==> src/design/nsos_pkg.sv <==
// shared types, constants and the nibble reduction function for the order selector
// no dependencies; used by the controller, the datapath and the top level
`timescale 1ns / 1ps

package nsos_pkg;

  // widths fixed by the word fields
  localparam int unsigned ByteW   = 8;
  localparam int unsigned NibW    = 4;
  localparam int unsigned LenW    = 5;
  localparam int unsigned CntW    = 5;
  localparam int unsigned MaxOrderDefault = 16;

  localparam logic [LenW-1:0] OrderLenReset = 5'd11;
  localparam logic [NibW-1:0] NibbleMask    = 4'hF;

  // controller to datapath
  typedef struct packed {
    logic accept;
    logic take_lo;
    logic take_hi;
    logic fill_step;
    logic clear;
  } ctrl_cmd_t;

  // datapath to controller
  typedef struct packed {
    logic out_free;
    logic seed_end;
    logic need_fill;
    logic fill_last_emit;
  } dp_status_t;

  // nibble modulo length, restoring reduction over four quotient bits
  function automatic logic [NibW-1:0] nib_mod(input logic [NibW-1:0] nib,
                                               input logic [LenW-1:0] len);
    logic [7:0] r;
    logic [7:0] d;
    r = {4'b0, nib};
    for (int i = 3; i >= 0; i--) begin
      d = {3'b0, len} << i;
      if (r >= d) begin
        r = r - d;
      end
    end
    return r[NibW-1:0];
  endfunction

endpackage

==> src/design/nsos_dp.sv <==
// datapath of the order selector: length register, seen map, fill count, scan pointer
// and the output word register; depends on nsos_pkg
`timescale 1ns / 1ps

module nsos_dp #(
  parameter int unsigned MaxOrder = nsos_pkg::MaxOrderDefault
) (
  input  logic                          clk_i,
  input  logic                          rst_ni,
  input  logic                          cfg_we_i,
  input  logic [nsos_pkg::LenW-1:0]     cfg_wdata_i,
  input  logic [nsos_pkg::ByteW-1:0]    seed_byte_i,
  input  logic                          seed_end_i,
  input  nsos_pkg::ctrl_cmd_t           cmd_i,
  output nsos_pkg::dp_status_t          status_o,
  input  logic                          out_ready_i,
  output logic                          out_valid_o,
  output logic [nsos_pkg::NibW-1:0]     slot_value_o,
  output logic [nsos_pkg::NibW-1:0]     slot_position_o,
  output logic                          order_done_o
);

  logic [nsos_pkg::LenW-1:0]  cfg_q;
  logic [nsos_pkg::ByteW-1:0] byte_q;
  logic                       end_q;
  logic [MaxOrder-1:0]        seen_q, seen_d;
  logic [nsos_pkg::CntW-1:0]  count_q, count_d;
  logic [nsos_pkg::NibW-1:0]  scan_q;
  logic                       out_valid_q;
  logic [nsos_pkg::NibW-1:0]  out_value_q, out_pos_q;
  logic                       out_done_q;

  logic [nsos_pkg::LenW-1:0]  len;
  logic [nsos_pkg::NibW-1:0]  nib_sel, mod_v, cand_v;
  logic [MaxOrder-1:0]        cand_oh, len_mask, above_mask;
  logic                       is_seen, room, nib_emit, fill_emit, emit, fill_last, done;

  // effective length: zero reads as one, saturate at the map size
  always_comb begin
    if (cfg_q == '0) begin
      len = nsos_pkg::LenW'(1);
    end else if (cfg_q > nsos_pkg::LenW'(MaxOrder)) begin
      len = nsos_pkg::LenW'(MaxOrder);
    end else begin
      len = cfg_q;
    end
  end

  assign nib_sel = cmd_i.take_hi ? byte_q[7:4] : (byte_q[3:0] & nsos_pkg::NibbleMask);
  assign mod_v   = nsos_pkg::nib_mod(nib_sel, len);
  assign cand_v  = cmd_i.fill_step ? scan_q : mod_v;
  assign cand_oh = MaxOrder'(1) << cand_v;
  assign is_seen = |(seen_q & cand_oh);

  always_comb begin
    for (int i = 0; i < MaxOrder; i++) begin
      len_mask[i]   = (nsos_pkg::CntW'(i) < len);
      above_mask[i] = (nsos_pkg::CntW'(i) > {1'b0, scan_q});
    end
  end

  assign room      = (count_q < len);
  assign nib_emit  = (cmd_i.take_lo | cmd_i.take_hi) & room & ~is_seen;
  assign fill_emit = cmd_i.fill_step & ~is_seen;
  assign emit      = nib_emit | fill_emit;
  // no unseen value left above the scan point
  assign fill_last = ~|(~seen_q & len_mask & above_mask);
  assign done      = cmd_i.fill_step ? fill_last : ((count_q + 1'b1) == len);

  always_comb begin
    seen_d  = seen_q;
    count_d = count_q;
    if (cmd_i.clear) begin
      seen_d  = '0;
      count_d = '0;
    end else if (emit) begin
      seen_d  = seen_q | cand_oh;
      count_d = count_q + 1'b1;
    end
  end

  always_ff @(posedge clk_i or negedge rst_ni) begin
    if (!rst_ni) begin
      cfg_q       <= nsos_pkg::OrderLenReset;
      seen_q      <= '0;
      count_q     <= '0;
      out_valid_q <= 1'b0;
    end else begin
      if (cfg_we_i) begin
        cfg_q <= cfg_wdata_i;
      end
      seen_q  <= seen_d;
      count_q <= count_d;
      if (emit) begin
        out_valid_q <= 1'b1;
      end else if (out_ready_i) begin
        out_valid_q <= 1'b0;
      end
    end
  end

  always_ff @(posedge clk_i) begin
    if (cmd_i.accept) begin
      byte_q <= seed_byte_i;
      end_q  <= seed_end_i;
      scan_q <= '0;
    end else if (cmd_i.fill_step) begin
      scan_q <= scan_q + 1'b1;
    end
    if (emit) begin
      out_value_q <= cand_v;
      out_pos_q   <= count_q[nsos_pkg::NibW-1:0];
      out_done_q  <= done;
    end
  end

  assign status_o.out_free       = ~out_valid_q | out_ready_i;
  assign status_o.seed_end       = end_q;
  assign status_o.need_fill      = room;
  assign status_o.fill_last_emit = fill_emit & fill_last;

  assign out_valid_o     = out_valid_q;
  assign slot_value_o    = out_value_q;
  assign slot_position_o = out_pos_q;
  assign order_done_o    = out_done_q;

endmodule

==> src/design/nsos_ctrl.sv <==
// controller of the order selector: sequences low nibble, high nibble and the fill scan
// depends on nsos_pkg
`timescale 1ns / 1ps

module nsos_ctrl (
  input  logic                 clk_i,
  input  logic                 rst_ni,
  input  logic                 in_valid_i,
  output logic                 in_ready_o,
  input  nsos_pkg::dp_status_t status_i,
  output nsos_pkg::ctrl_cmd_t  cmd_o
);

  typedef enum logic [2:0] {
    StIdle,
    StLo,
    StHi,
    StEnd,
    StFill
  } state_e;

  state_e state_q;
  logic   rdy_q;

  always_comb begin
    cmd_o.accept    = rdy_q & in_valid_i;
    cmd_o.take_lo   = (state_q == StLo) & status_i.out_free;
    cmd_o.take_hi   = (state_q == StHi) & status_i.out_free;
    cmd_o.fill_step = (state_q == StFill) & status_i.out_free;
    cmd_o.clear     = ((state_q == StEnd) & ~status_i.need_fill) |
                      (cmd_o.fill_step & status_i.fill_last_emit);
  end

  always_ff @(posedge clk_i or negedge rst_ni) begin
    if (!rst_ni) begin
      state_q <= StIdle;
      rdy_q   <= 1'b1;
    end else begin
      case (state_q)
        StIdle: begin
          if (cmd_o.accept) begin
            state_q <= StLo;
            rdy_q   <= 1'b0;
          end
        end
        StLo: begin
          if (status_i.out_free) begin
            state_q <= StHi;
          end
        end
        StHi: begin
          if (status_i.out_free) begin
            if (status_i.seed_end) begin
              state_q <= StEnd;
            end else begin
              state_q <= StIdle;
              rdy_q   <= 1'b1;
            end
          end
        end
        StEnd: begin
          if (status_i.need_fill) begin
            state_q <= StFill;
          end else begin
            state_q <= StIdle;
            rdy_q   <= 1'b1;
          end
        end
        StFill: begin
          if (cmd_o.fill_step && status_i.fill_last_emit) begin
            state_q <= StIdle;
            rdy_q   <= 1'b1;
          end
        end
        default: begin
          state_q <= StIdle;
          rdy_q   <= 1'b1;
        end
      endcase
    end
  end

  assign in_ready_o = rdy_q;

endmodule

==> src/design/nibble_seeded_order_selector_core.sv <==
// top level of the nibble seeded order selector: controller plus datapath
// depends on nsos_pkg, nsos_ctrl, nsos_dp
`timescale 1ns / 1ps
//
// channel   | direction | word contents (lowest bit first)
// ----------+-----------+--------------------------------------------------
// s_axis    | in        | tdata: seed_byte[7:0]; tlast: seed_end
// m_axis    | out       | tdata: slot_value[3:0], slot_position[7:4]; tlast: order_done
// cfg       | in        | cfg_wdata_i: order_length[4:0], written when cfg_we_i
//
// a seed byte is handled as accept, then low nibble, then high nibble
// the end byte adds a check step and, while values remain unchosen, a scan step
// per value from zero up to the highest unchosen one (at most 16), one value a cycle
// the output register frees the pipeline as soon as the word is taken; a stalled
// m_axis holds the sequencer at the next step that needs the output register
// reset (rst_ni, async low) clears the seen map and fill count, length returns to 11

module nibble_seeded_order_selector_core #(
  parameter int unsigned MaxOrder = nsos_pkg::MaxOrderDefault  // 2 .. 16
) (
  input  logic                      clk_i,
  input  logic                      rst_ni,
  // configuration: order_length
  input  logic                      cfg_we_i,
  input  logic [nsos_pkg::LenW-1:0] cfg_wdata_i,
  // seed bytes
  input  logic                      s_axis_tvalid,
  output logic                      s_axis_tready,
  input  logic [7:0]                s_axis_tdata,   // seed_byte[7:0]
  input  logic                      s_axis_tlast,   // seed_end
  // order entries
  output logic                      m_axis_tvalid,
  input  logic                      m_axis_tready,
  output logic [7:0]                m_axis_tdata,   // slot_value[3:0], slot_position[7:4]
  output logic                      m_axis_tlast    // order_done
);

  nsos_pkg::ctrl_cmd_t  cmd;
  nsos_pkg::dp_status_t status;
  logic [nsos_pkg::NibW-1:0] slot_value, slot_position;

  // state machine: one step per cycle, waits on the output register
  nsos_ctrl u_ctrl (
    .clk_i      (clk_i),
    .rst_ni     (rst_ni),
    .in_valid_i (s_axis_tvalid),
    .in_ready_o (s_axis_tready),
    .status_i   (status),
    .cmd_o      (cmd)
  );

  // seen map, counters, nibble reduction and output word
  nsos_dp #(
    .MaxOrder (MaxOrder)
  ) u_dp (
    .clk_i           (clk_i),
    .rst_ni          (rst_ni),
    .cfg_we_i        (cfg_we_i),
    .cfg_wdata_i     (cfg_wdata_i),
    .seed_byte_i     (s_axis_tdata),
    .seed_end_i      (s_axis_tlast),
    .cmd_i           (cmd),
    .status_o        (status),
    .out_ready_i     (m_axis_tready),
    .out_valid_o     (m_axis_tvalid),
    .slot_value_o    (slot_value),
    .slot_position_o (slot_position),
    .order_done_o    (m_axis_tlast)
  );

  assign m_axis_tdata = {slot_position, slot_value};

endmodule

==> config.mk <==
export PLATFORM = sky130hd
export DESIGN_NAME = nibble_seeded_order_selector_core
export DESIGN_NICKNAME = d
export VERILOG_FILES = /design/src/design/nsos_pkg.sv /design/src/design/nsos_dp.sv /design/src/design/nsos_ctrl.sv /design/src/design/nibble_seeded_order_selector_core.sv
export SDC_FILE = /design/constraint.sdc
export NUM_CORES = 1
export LEC_CHECK = 0
export BUFFER_PORTS_ARGS = -buffer_cell sky130_fd_sc_hd__buf_2
export CAP_MARGIN = 10
export CORE_ASPECT_RATIO = 0.5
export CORE_MARGIN = 3
export CORE_UTILIZATION = 50
export DETAILED_ROUTE_END_ITERATION = 10
export GPL_ROUTABILITY_DRIVEN = 1
export PLACE_DENSITY = 0.75
export SLEW_MARGIN = 20
export SYNTH_ARGS = -nofsm -noshare
export SYNTH_HDL_FRONTEND = slang
export SYNTH_SLANG_ARGS = --single-unit
==> constraint.sdc <==
create_clock -name clk_i -period 23.6 [get_ports clk_i]
set_input_delay 7.08 -clock clk_i [delete_from_list [all_inputs] [get_ports clk_i]]
set_output_delay 7.08 -clock clk_i [all_outputs]
set_load 0.02 [all_outputs]
# Yosys cells after proc, flatten, opt, wreduce, memory -nomap -nowiden
# Cells that the tools add are included.
[totals] register_bits=53 input_bits=19 output_inout_bits=11 wordCells=128
[classes] n_addsub=6 order_cmp=37 n_eq_ne=11 shift=1 muxes=28 bitwise=23 reduce_logical=10
[op_table] operator="$and A16 B16 Y16" count=3
[op_table] operator="$lt A4 B5 Y1 const A" count=8
[op_table] operator="$gt A4 B4 Y1 const A" count=8
[op_table] operator="$mux W16" count=2
[op_table] operator="$reduce_or A16 Y1" count=2
[op_table] operator="$mux W8" count=3
[op_table] operator="$lt A3 B5 Y1 const A" count=4
[op_table] operator="$mux W5" count=4
[op_table] operator="$gt A3 B4 Y1 const A" count=4
[op_table] operator="$not A16 Y16" count=1
[op_table] operator="$or A16 B16 Y16" count=1
[op_table] operator="$shl A1 B4 Y16 const A" count=1
[op_table] operator="$mux W3" count=5
[op_table] operator="$pmux W3 S5" count=1
[op_table] operator="$mux W4" count=3
[op_table] operator="$and A1 B1 Y1" count=10
[op_table] operator="$lt A1 B5 Y1 const A" count=2
[op_table] operator="$lt A2 B5 Y1 const A" count=2
[op_table] operator="$ge A4 B8 Y1" count=1
[op_table] operator="$ge A8 B5 Y1" count=1
[op_table] operator="$ge A8 B6 Y1" count=1
[op_table] operator="$ge A8 B7 Y1" count=1
[op_table] operator="$gt A2 B4 Y1 const A" count=2
[op_table] operator="$mux W1" count=8
[op_table] operator="other kinds (26)" count=38

# Logic depth before layout (Yosys ltp)
# Gate-level depths: netlist of run 1.
[logic_depth] ltp_word=22 depth_mapped=45 mapped_depth_nobuf=40

# Hierarchy
# From an unflattened synthesis of run 1, not the netlist that was laid out.
[unflattened] cells_unflattened=466 hier_area_um2=4400.5
[by_module_without_submodules] module="nsos_dp" instances=1 cells_each=428 area_per_inst_um2=4092.7 seq_area_each_um2=1300.0
[by_module_without_submodules] module="nsos_ctrl" instances=1 cells_each=38 area_per_inst_um2=307.8 seq_area_each_um2=101.3

# Least setup slack after synthesis of run 1
# No wires, ideal clock.
[synth_timing] path_type="input to register" from="input m_axis_tready" to="register u_dp.out_done_q (netlist: u_dp.order_done_o) (enable)" setup_ns=0.391 arrival_ns=15.504 required_time_ns=23.209 slack_ns=7.705 cell_stages=40 path_buffers=3 path_cell_list="nor2b_1 nor2_1 mux2i_1 ha_1 inv_1 nor4b_2 o311ai_2 inv_2 ha_1 or4bb_1 a311oi_1 or4_1 buf_2 nand2b_1 mux2_2 inv_1 ha_1 nor2b_1 (+4 left out) nand3_1 and2_1 inv_1 fa_1 a21bo_2 a21o_1 a21o_1 a21oi_1 o311ai_1 or4_1 buf_2 and2_1 buf_6 mux2_1 mux2i_1 o32a_1 a21oi_4 nor4_2"
[synth_via] elab_chain_len=18 elab_cells_between_ends=27 cone_classes="4 x add/sub; 4 x order compare; 1 x shift; 6 x mux; 11 x bitwise; 1 x reduce/logical"
[synth_rtl] item="from (decl)" line_no="nibble_seeded_order_selector_core.sv:33" source="input logic m_axis_tready,"
[synth_rtl] item="$or A1 B1 Y1 *" line_no="nsos_dp.sv:117" source="assign status_o.out_free = ~out_valid_q | out_ready_i;"
[synth_rtl] item="$and A1 B1 Y1" line_no="nsos_ctrl.sv:28" source="cmd_o.take_hi = (state_q == StHi) & status_i.out_free;"
[synth_rtl] item="$mux W4" line_no="nsos_dp.sv:49" source="assign nib_sel = cmd_i.take_hi ? byte_q[7:4] : (byte_q[3:0] & nsos_pkg::NibbleMask);"
[synth_rtl] item="$sub A4 B8 Y8 / $ge A4 B8 Y1 (equally long branches)" line_no="nsos_pkg.sv:43, nsos_pkg.sv:42"
[synth_rtl] item="$mux W8" line_no="nsos_pkg.sv:42" source="if (r >= d) begin"
[synth_rtl] item="$sub A8 B7 Y8 / $ge A8 B7 Y1 (equally long branches)" line_no="nsos_pkg.sv:43, nsos_pkg.sv:42"
[synth_rtl] item="$mux W8" line_no="nsos_pkg.sv:42"
[synth_rtl] item="$sub A8 B6 Y8 / $ge A8 B6 Y1 (equally long branches)" line_no="nsos_pkg.sv:43, nsos_pkg.sv:42"
[synth_rtl] item="(+3 left out)"
[synth_rtl] item="$mux W4" line_no="nsos_dp.sv:51" source="assign cand_v = cmd_i.fill_step ? scan_q : mod_v;"
[synth_rtl] item="$shl A1 B4 Y16" line_no="nsos_dp.sv:52" source="assign cand_oh = MaxOrder'(1) << cand_v;"
[synth_rtl] item="$and A16 B16 Y16" line_no="nsos_dp.sv:53" source="assign is_seen = |(seen_q & cand_oh);"
[synth_rtl] item="$reduce_or A16 Y1" line_no="nsos_dp.sv:53"
[synth_rtl] item="$not A1 Y1" line_no="nsos_dp.sv:63, nsos_dp.sv:64"
[synth_rtl] item="$and A1 B1 Y1, on equally long branches" line_no="nsos_dp.sv:63, nsos_dp.sv:64"
[synth_rtl] item="$or A1 B1 Y1 *" line_no="nsos_dp.sv:65" source="assign emit = nib_emit | fill_emit;"
[synth_rtl] item="named net u_dp.emit" line_no="nsos_dp.sv:36" source="logic is_seen, room, nib_emit, fill_emit, emit, fill_last, done;"
[synth_rtl] item="to (signal assigned)" line_no="nsos_dp.sv:113" source="out_done_q <= done;"
[synth_rtl] item="to (decl)" line_no="nsos_dp.sv:31" source="logic out_done_q;"
# The timed path passes the listed nets; every way through them passes the cells marked *.
# A chain may end at the register's enable or synchronous reset.

# Worst setup path after layout of run 1
[layout_timing] from="input m_axis_tready" to="register u_dp.out_valid_q (netlist: u_dp.out_valid_o)"
[layout_via] elab_chain_len=19 elab_cells_between_ends=29 cone_classes="4 x add/sub; 4 x order compare; 1 x shift; 7 x mux; 11 x bitwise; 2 x reduce/logical"
[layout_rtl] item="$or A1 B1 Y1 *" line_no="nsos_dp.sv:117"
[layout_rtl] item="$and A1 B1 Y1" line_no="nsos_ctrl.sv:28"
[layout_rtl] item="$mux W4" line_no="nsos_dp.sv:49"
[layout_rtl] item="$sub A4 B8 Y8 / $ge A4 B8 Y1 (equally long branches)" line_no="nsos_pkg.sv:43, nsos_pkg.sv:42"
[layout_rtl] item="$mux W8" line_no="nsos_pkg.sv:42"
[layout_rtl] item="$sub A8 B7 Y8 / $ge A8 B7 Y1 (equally long branches)" line_no="nsos_pkg.sv:43, nsos_pkg.sv:42"
[layout_rtl] item="$mux W8" line_no="nsos_pkg.sv:42"
[layout_rtl] item="$sub A8 B6 Y8 / $ge A8 B6 Y1 (equally long branches)" line_no="nsos_pkg.sv:43, nsos_pkg.sv:42"
[layout_rtl] item="(+4 left out)"
[layout_rtl] item="named net u_dp.cand_v (one bit)" line_no="nsos_dp.sv:34" source="logic [nsos_pkg::NibW-1:0] nib_sel, mod_v, cand_v;"
[layout_rtl] item="$shl A1 B4 Y16 *" line_no="nsos_dp.sv:52"
[layout_rtl] item="$and A16 B16 Y16 *" line_no="nsos_dp.sv:53"
[layout_rtl] item="$reduce_or A16 Y1 *" line_no="nsos_dp.sv:53"
[layout_rtl] item="$not A1 Y1 *" line_no="nsos_dp.sv:63, nsos_dp.sv:64"
[layout_rtl] item="$and A1 B1 Y1, on equally long branches" line_no="nsos_dp.sv:63, nsos_dp.sv:64"
[layout_rtl] item="$or A1 B1 Y1 *" line_no="nsos_dp.sv:65"
[layout_rtl] item="named net u_dp.emit" line_no="nsos_dp.sv:36"
[layout_rtl] item="$mux W1 / $reduce_bool A2 Y1 (equally long branches)"
[layout_rtl] item="to (signal assigned)" line_no="nsos_dp.sv:87" source="out_valid_q <= 1'b0;"
[layout_rtl] item="to (signal assigned)" line_no="nsos_dp.sv:95" source="out_valid_q <= 1'b1;"
[layout_rtl] item="to (signal assigned)" line_no="nsos_dp.sv:97" source="out_valid_q <= 1'b0;"
[layout_rtl] item="to (decl)" line_no="nsos_dp.sv:29" source="logic out_valid_q;"
# Marks and branches as above.

==> results of run 1 <==
## metrics by stage
| step | power (uW) | hold slack [ps] | cells | utilization (%) |
|---|---|---|---|---|
| 6_report | 737 | 511 | 623 | 56.9 |
| 5_1_grt | 794 | 534 | 623 | 56.9 |
| 4_1_cts | 728 | 519 | 623 | 56.9 |
| 3_5_place_dp | 647 | 500 | 615 | 55.0 |
| 3_3_place_gp | 641 | 479 | 615 | 55.0 |
| 2_1_floorplan | 547 | 451 | 491 | - |
## layout by cell type, fill, tap and decap left out, types with 7 or more instances in the layout
| cell | instances |
|---|---|
| or3_1 | 7 |
| nor3_1 | 13 |
| nor2_1 | 55 |
| xnor2_1 | 8 |
| inv_1 | 37 |
| nand2b_1 | 7 |
| o21ai_0 | 21 |
| nand3_1 | 16 |
| nand2_1 | 37 |
| dfrtp_1 | 27 |
| mux2_2 | 7 |
| buf_2 | 29 |
| ha_1 | 26 |
| a21oi_1 | 30 |
| a31oi_1 | 9 |
| mux2i_1 | 13 |
| edfxtp_1 | 18 |
## cell usage after synthesis, drive strengths merged, types with 5 or more instances
master / number
a21oi: 31
a31oi: 9
and2: 5
buf: 6
clkbuf: 14
dfrtp: 27
edfxtp: 18
ha: 26
inv: 40
mux2: 8
mux2i: 13
nand2: 37
nand2b: 8
nand3: 16
nand4: 6
nor2: 55
nor2b: 6
nor3: 13
o2111ai: 6
o21a: 5
o21ai: 22
or3: 7
xnor2: 8
## kinds of logic after synthesis
kind of cell,count (synthesis),share of synthesized area [%]
AOI/OAI and AO/OA,134,23.1
buffers and inverters,62,6.11
xor gates and xnor gates,11,2.25
muxes,21,5.15
and+or+nand+nor,181,21.6
adders and majority gates,29,9.01
DFF,53,32.8
## layout make-up
| class | instances | share of cell area, % |
|---|---|---|
| Clock buffer | 5 | 2.70 |
| Clock inverter | 3 | 0.513 |
| Inverter | 42 | 3.40 |
| Multi-Input combinational cell | 376 | 56.5 |
| Sequential cell | 53 | 30.3 |
| Tap cell | 112 | 3.03 |
| Timing Repair Buffer | 32 | 3.62 |
## flip-flops by register name, indices dropped and copies added (netlist names)
signal,count
u_dp.seen_q,16
u_dp.byte_q,8
u_dp.cfg_q,5
u_dp.count_q,5
u_dp.scan_q,4
u_dp.slot_position_o,4
u_dp.slot_value_o,4
u_ctrl.state_q,3
u_ctrl.in_ready_o,1
u_dp.end_q,1
u_dp.order_done_o,1
u_dp.out_valid_o,1
## metal layers
| layer | global-route usage [%] | wire (um) | vias to the layer above | part of all wire (%) |
|---|---|---|---|---|
| met5 | 0 | 0 | - | 0 |
| met4 | 4.20 | 126 | 0 | 1.2 |
| met3 | 3.23 | 839 | 12 | 7.7 |
| met2 | 36.8 | 4840 | 175 | 44 |
| met1 | 35.0 | 5140 | 1788 | 47 |
| li1 | - | - | 1852 | - |
## path summary, 6_finish.rpt
| check | startpoint | end | slack, ps | cells after the start |
|---|---|---|---|---|
| setup reg to reg | u_ctrl.state_q[1] | u_dp.out_valid_o | 13460 | 40 |
| min in group asynchronous | rst_ni | u_dp.seen_q[15] | 6830 | 1 |
| max in group asynchronous | rst_ni | u_dp.count_q[3] | 16310 | 1 |
| hold / removal | u_dp.seen_q[0] | u_dp.seen_q[0] | 510 | 2 |
| hold reg to reg | u_dp.seen_q[0] | u_dp.seen_q[0] | 510 | 2 |
| setup / recovery | m_axis_tready | u_dp.out_valid_o | 7320 | 42 |
## power breakdown
part	switching [uW]	total [uW]	internal (uW)
clock	34.6	74.8	40.2
combinational	305	484	179
sequential	39.8	178	138
total	380	737	357
## critical path, delay by kind of cell
kind / cells / cell delay (ps)
fa+ha+maj: 4 / 1060
compound gates: 13 / 3000
simple gates: 14 / 3450
buf+inv: 8 / 1010
mux: 3 / 840
==> results.py, run 1 <==
metrics = {
    "sta": {
        "relSlewSlack_pct": 28.6,
        "fin_worst_skew_ps": 6.17,
        "rsz0062_at_grt": "no",
        "tns_ps": 0,
        "post-route-worst-setup-slack_ps": 7320,
        "hold_viol": 0,
        "tightest_slew_ps": 1070,
        "setup_viol": 0,
        "fmax_mhz": 61.4,
        "post-route-period-util_pct": 69.0,
        "min_period_ps": 16280,
        "drv_slew": 0,
    },
    "die": {
        "die-area_um2": 9770,
        "start_util_pct": 52.5,
        "fp-row-count": 23,
        "die_h_um": 71.4,
        "io_pins": 30,
        "core-area_um2": 8140,
        "die_x_um": 137,
    },
    "synth": {
        "ys_types": 80,
        "synth_nets": 539,
        "syn-cell-area_um2": 4280,
        "synth_warnings": 0,
        "synth.avg_cell_area_um2": 8.71,
        "synth_top_area_share_pct": 15.8,
        "synth_edf_count": 18,
        "synth.area.top_cells": "dfrtp_1 (16%), edfxtp_1 (13%), ha_1 (7.6%)",
        "seq_area_frac_synth_pct": 32.8,
        "async_flop_share_pct": 58.5,
        "synthFlopType": "dfrtp_1",
        "syn_inst": 491,
        "synth_top_area_cell": "dfrtp_1",
        "synth-seq-cells": 53,
    },
    "detailed_routing": {
        "vias": 3827,
        "drc": 0,
        "drt-pass1-iter-count": 5,
        "post_drt_wl_per_cell_um": 17.6,
        "ant_nets": 0,
        "drt_iter0_drc": 508,
        "routed_via_density": 6.14,
        "wirelength_um": 10900,
    },
    "finish": {
        "n_fill_cell": 709,
        "layout-drive-gt1-share_pct": 13.1,
        "multiInputGateArea_um2": 2620,
        "design_area_um2": 4630,
        "syn_to_final_growth_pct": 8.25,
        "diodes": 0,
        "nets": 558,
        "register_area_um2": 1400,
    },
    "clock_network": {
        "cts.htree.levels": 2,
        "cts_setup_buffers": 0,
        "clockBufferDepth": 2,
        "cts_sinks": 53,
        "insertion_delay_ps": 300,
        "cts_tree": "built",
        "clkTransAtPathRegs_ps": 70,
        "cts_buffers": 5,
        "cts_resized": 0,
        "cts-root-buf": "clkbuf_16",
        "hold_buffers": 0,
    },
    "place": {
        "portBuffers": 29,
        "hpwl_um": 8230,
        "gp_congestion": 1.00,
        "place_area_um2": 4480,
        "preCtsSetupSlack_ps": 7130,
    },
    "critical_path": {
        "cp.arrival_ps": 16460,
        "worstPathMaxFanout": 14,
        "slowest_stage": "or4_1",
        "critPathKind": "primary input to register",
        "max_stage_delay_ps": 600,
        "critPathLaunchType": "primary input",
        "required_ps": 23780,
        "end_kind": "register",
    },
    "global_routing": {
        "grt_pass1_wl_um": 18300,
        "grt_start_max_net_pins": 32,
        "antenna_found_initial": 0,
        "grt_pass1_vias": 3585,
        "grt_overflow": 0,
        "track_usage_pct": 23.4,
    },
    "power_and_ir_drop": {
        "vdd_ir_drop_max_mv": 0.0883,
        "p_leak_uw": 0.00200,
        "powerDensity_nw_per_um2": 159,
    },
    "outcome": {
        "status": "finished, final reports clean",
    },
    "hold_path": {
        "min_path_type": "register to register",
    },
    "job": {
        "cap_violations": 0,
    },
}
(Power assumes the default switching activity.)
==> inputs of run 2 (changes only) <==
==> constraint.sdc (replaced) <==
create_clock -name clk_i -period 16.9 [get_ports clk_i]
set_input_delay 5.07 -clock clk_i [delete_from_list [all_inputs] [get_ports clk_i]]
set_output_delay 5.07 -clock clk_i [all_outputs]
set_load 0.02 [all_outputs]
==> results.py, run 2 (synthesis gave the netlist of run 1 again) <==
metrics = {
    "critical_path": {
        "path_buf_inv": 8,
        "max_stage_delay_ps": 600,
        "critPathLaunchType": "primary input",
        "end_kind": "register",
        "endpoint": "u_dp.out_valid_o",
        "worstReg2RegEnd": "u_dp.out_valid_o",
        "crit_cells": 42,
        "critPathLaunch": "m_axis_tready",
        "worstPathMaxFanout": 14,
        "critPathKind": "primary input to register",
        "critical-path-top-delay-family": "simple AND/OR/NAND/NOR gates",
        "reg2reg_slack_ps": 6610,
        "slowest_stage": "or4_1",
        "cp.arrival_ps": 14590,
        "rr_startpoint": "u_ctrl.state_q[1]",
        "r2r_cells": 40,
        "required_ps": 17080,
    },
    "detailed_routing": {
        "wirelength_um": 11000,
        "post_drt_wl_per_cell_um": 17.6,
        "vias": 3906,
        "routed_via_density": 6.27,
        "drt-pass1-iter-count": 6,
        "ant_nets": 0,
        "drt_iter0_drc": 488,
        "top_layer_used": "met4",
        "route.met2.wl_um": 4850,
        "wl_met3_um": 746,
        "wl_met1_um": 5220,
        "drc": 0,
    },
    "clock_network": {
        "cts_sinks": 53,
        "cts_setup_buffers": 0,
        "cts-root-buf": "clkbuf_16",
        "cts_tree": "built",
        "cts.htree.levels": 2,
        "hold_buffers": 0,
        "cts_resized": 0,
        "clkTransAtPathRegs_ps": 70,
        "insertion_delay_ps": 290,
        "clockBufferDepth": 2,
        "cts_buffers": 5,
    },
    "sta": {
        "tns_ps": 0,
        "rsz0062_at_grt": "no",
        "post-route-period-util_pct": 85.3,
        "post-route-worst-setup-slack_ps": 2490,
        "setup_viol": 0,
        "drv_slew": 0,
        "tightest_slew_ps": 1040,
        "hold_viol": 0,
        "fin_worst_skew_ps": 4.77,
        "min_period_ps": 14410,
        "relSlewSlack_pct": 30.5,
        "worst_hold_slack_ps": 509,
        "fmax_mhz": 69.4,
    },
    "finish": {
        "register_area_um2": 1400,
        "syn_to_final_growth_pct": 8.60,
        "instances_no_fill": 623,
        "layout-drive-gt1-share_pct": 13.1,
        "nets": 558,
        "multiInputGateArea_um2": 2620,
        "n_fill_cell": 717,
        "largest_reg_flops": 16,
        "design_area_um2": 4650,
        "final_cell_mix": "nor2_1 (55), inv_1 (37), nand2_1 (37)",
        "largestRegisters": "u_dp.seen_q (16), u_dp.byte_q (8)",
        "largest_register": "u_dp.seen_q",
        "final_common_cell": "nor2_1",
        "diodes": 0,
    },
    "hold_path": {
        "min_path_type": "register to register",
        "hold_start": "u_dp.seen_q[8]",
    },
    "job": {
        "cap_violations": 0,
    },
    "place": {
        "gp_congestion": 1.01,
        "hpwl_um": 8210,
        "place_area_um2": 4480,
        "portBuffers": 29,
        "preCtsSetupSlack_ps": 2410,
        "post-place-cells": 615,
    },
    "die": {
        "die-area_um2": 9770,
        "fp-row-count": 23,
        "die_x_um": 137,
        "core-area_um2": 8140,
        "die_h_um": 71.4,
        "io_pins": 30,
        "start_util_pct": 52.5,
    },
    "global_routing": {
        "grt_overflow": 0,
        "grt_pass1_vias": 3607,
        "grt_pass1_wl_um": 18400,
        "grt_start_max_net_pins": 32,
        "antenna_found_initial": 0,
        "track_usage_pct": 23.5,
    },
    "outcome": {
        "status": "finished, final reports clean",
    },
    "power_and_ir_drop": {
        "p_leak_uw": 0.00201,
        "vdd_ir_drop_max_mv": 0.130,
        "powerDensity_nw_per_um2": 223,
    },
}
## run 2: changes by cell type in the layout (fill, tap and decap cells not counted), sizes merged
cell	previous run	this run
clkinv	2	3
clkbuf	5	6
inv	43	41
## run 2: metrics by stage
step / total power (uW) / utilization (%)
after global routing: 1120 / 57.0
after CTS: 1020 / 57.0
after detailed placement: 906 / 55.0
after floorplan: 763 / -
final: 1040 / 57.0
after global placement: 896 / 55.0
## run 2: where the power goes
part	leakage, uW	internal, uW	switching (uW)
Clock	0.0000824	64.2	46.1
Sequential	0.000568	192	55.2
Combinational	0.00136	249	429
Total	0.00201	506	531
## run 2: final cells by class
cell class / instances / area share, %
Clock inverter: 2 / 0.296
Clock buffer: 6 / 3.23
Sequential cell: 53 / 30.2
Tap cell: 112 / 3.02
Timing Repair Buffer: 32 / 3.61
Multi-Input combinational cell: 376 / 56.3
Inverter: 42 / 3.39
## run 2: worst register-to-register path, delay by kind of cell, from the launching register on
kind | cells | cell delay [ps]
and+or+nand+nor | 14 | 3900
AOI/OAI and AO/OA | 13 | 3060
adders and majority gates | 4 | 1080
muxes | 3 | 860
buffers and inverters | 6 | 750
DFF | 1 | 510
## run 2: worst min path at each step
stage                              end  slack (ps)  depth (start not counted)
2_1_floorplan  u_dp.slot_position_o[3]         450                          0
3_3_place_gp            u_dp.seen_q[0]         480                          2
3_5_place_dp            u_dp.seen_q[8]         500                          2
4_1_cts                 u_dp.seen_q[0]         510                          2
5_1_grt                 u_dp.seen_q[8]         540                          2
6_report                u_dp.seen_q[8]         510                          2
## run 2: metal layers
| layer | vias to the layer above | GRT usage, % |
|---|---|---|
| li1 | 1856 | - |
| met1 | 1860 | 35.9 |
| met2 | 173 | 35.6 |
| met3 | 17 | 3.51 |
| met4 | 0 | 5.31 |
| met5 | - | 0 |
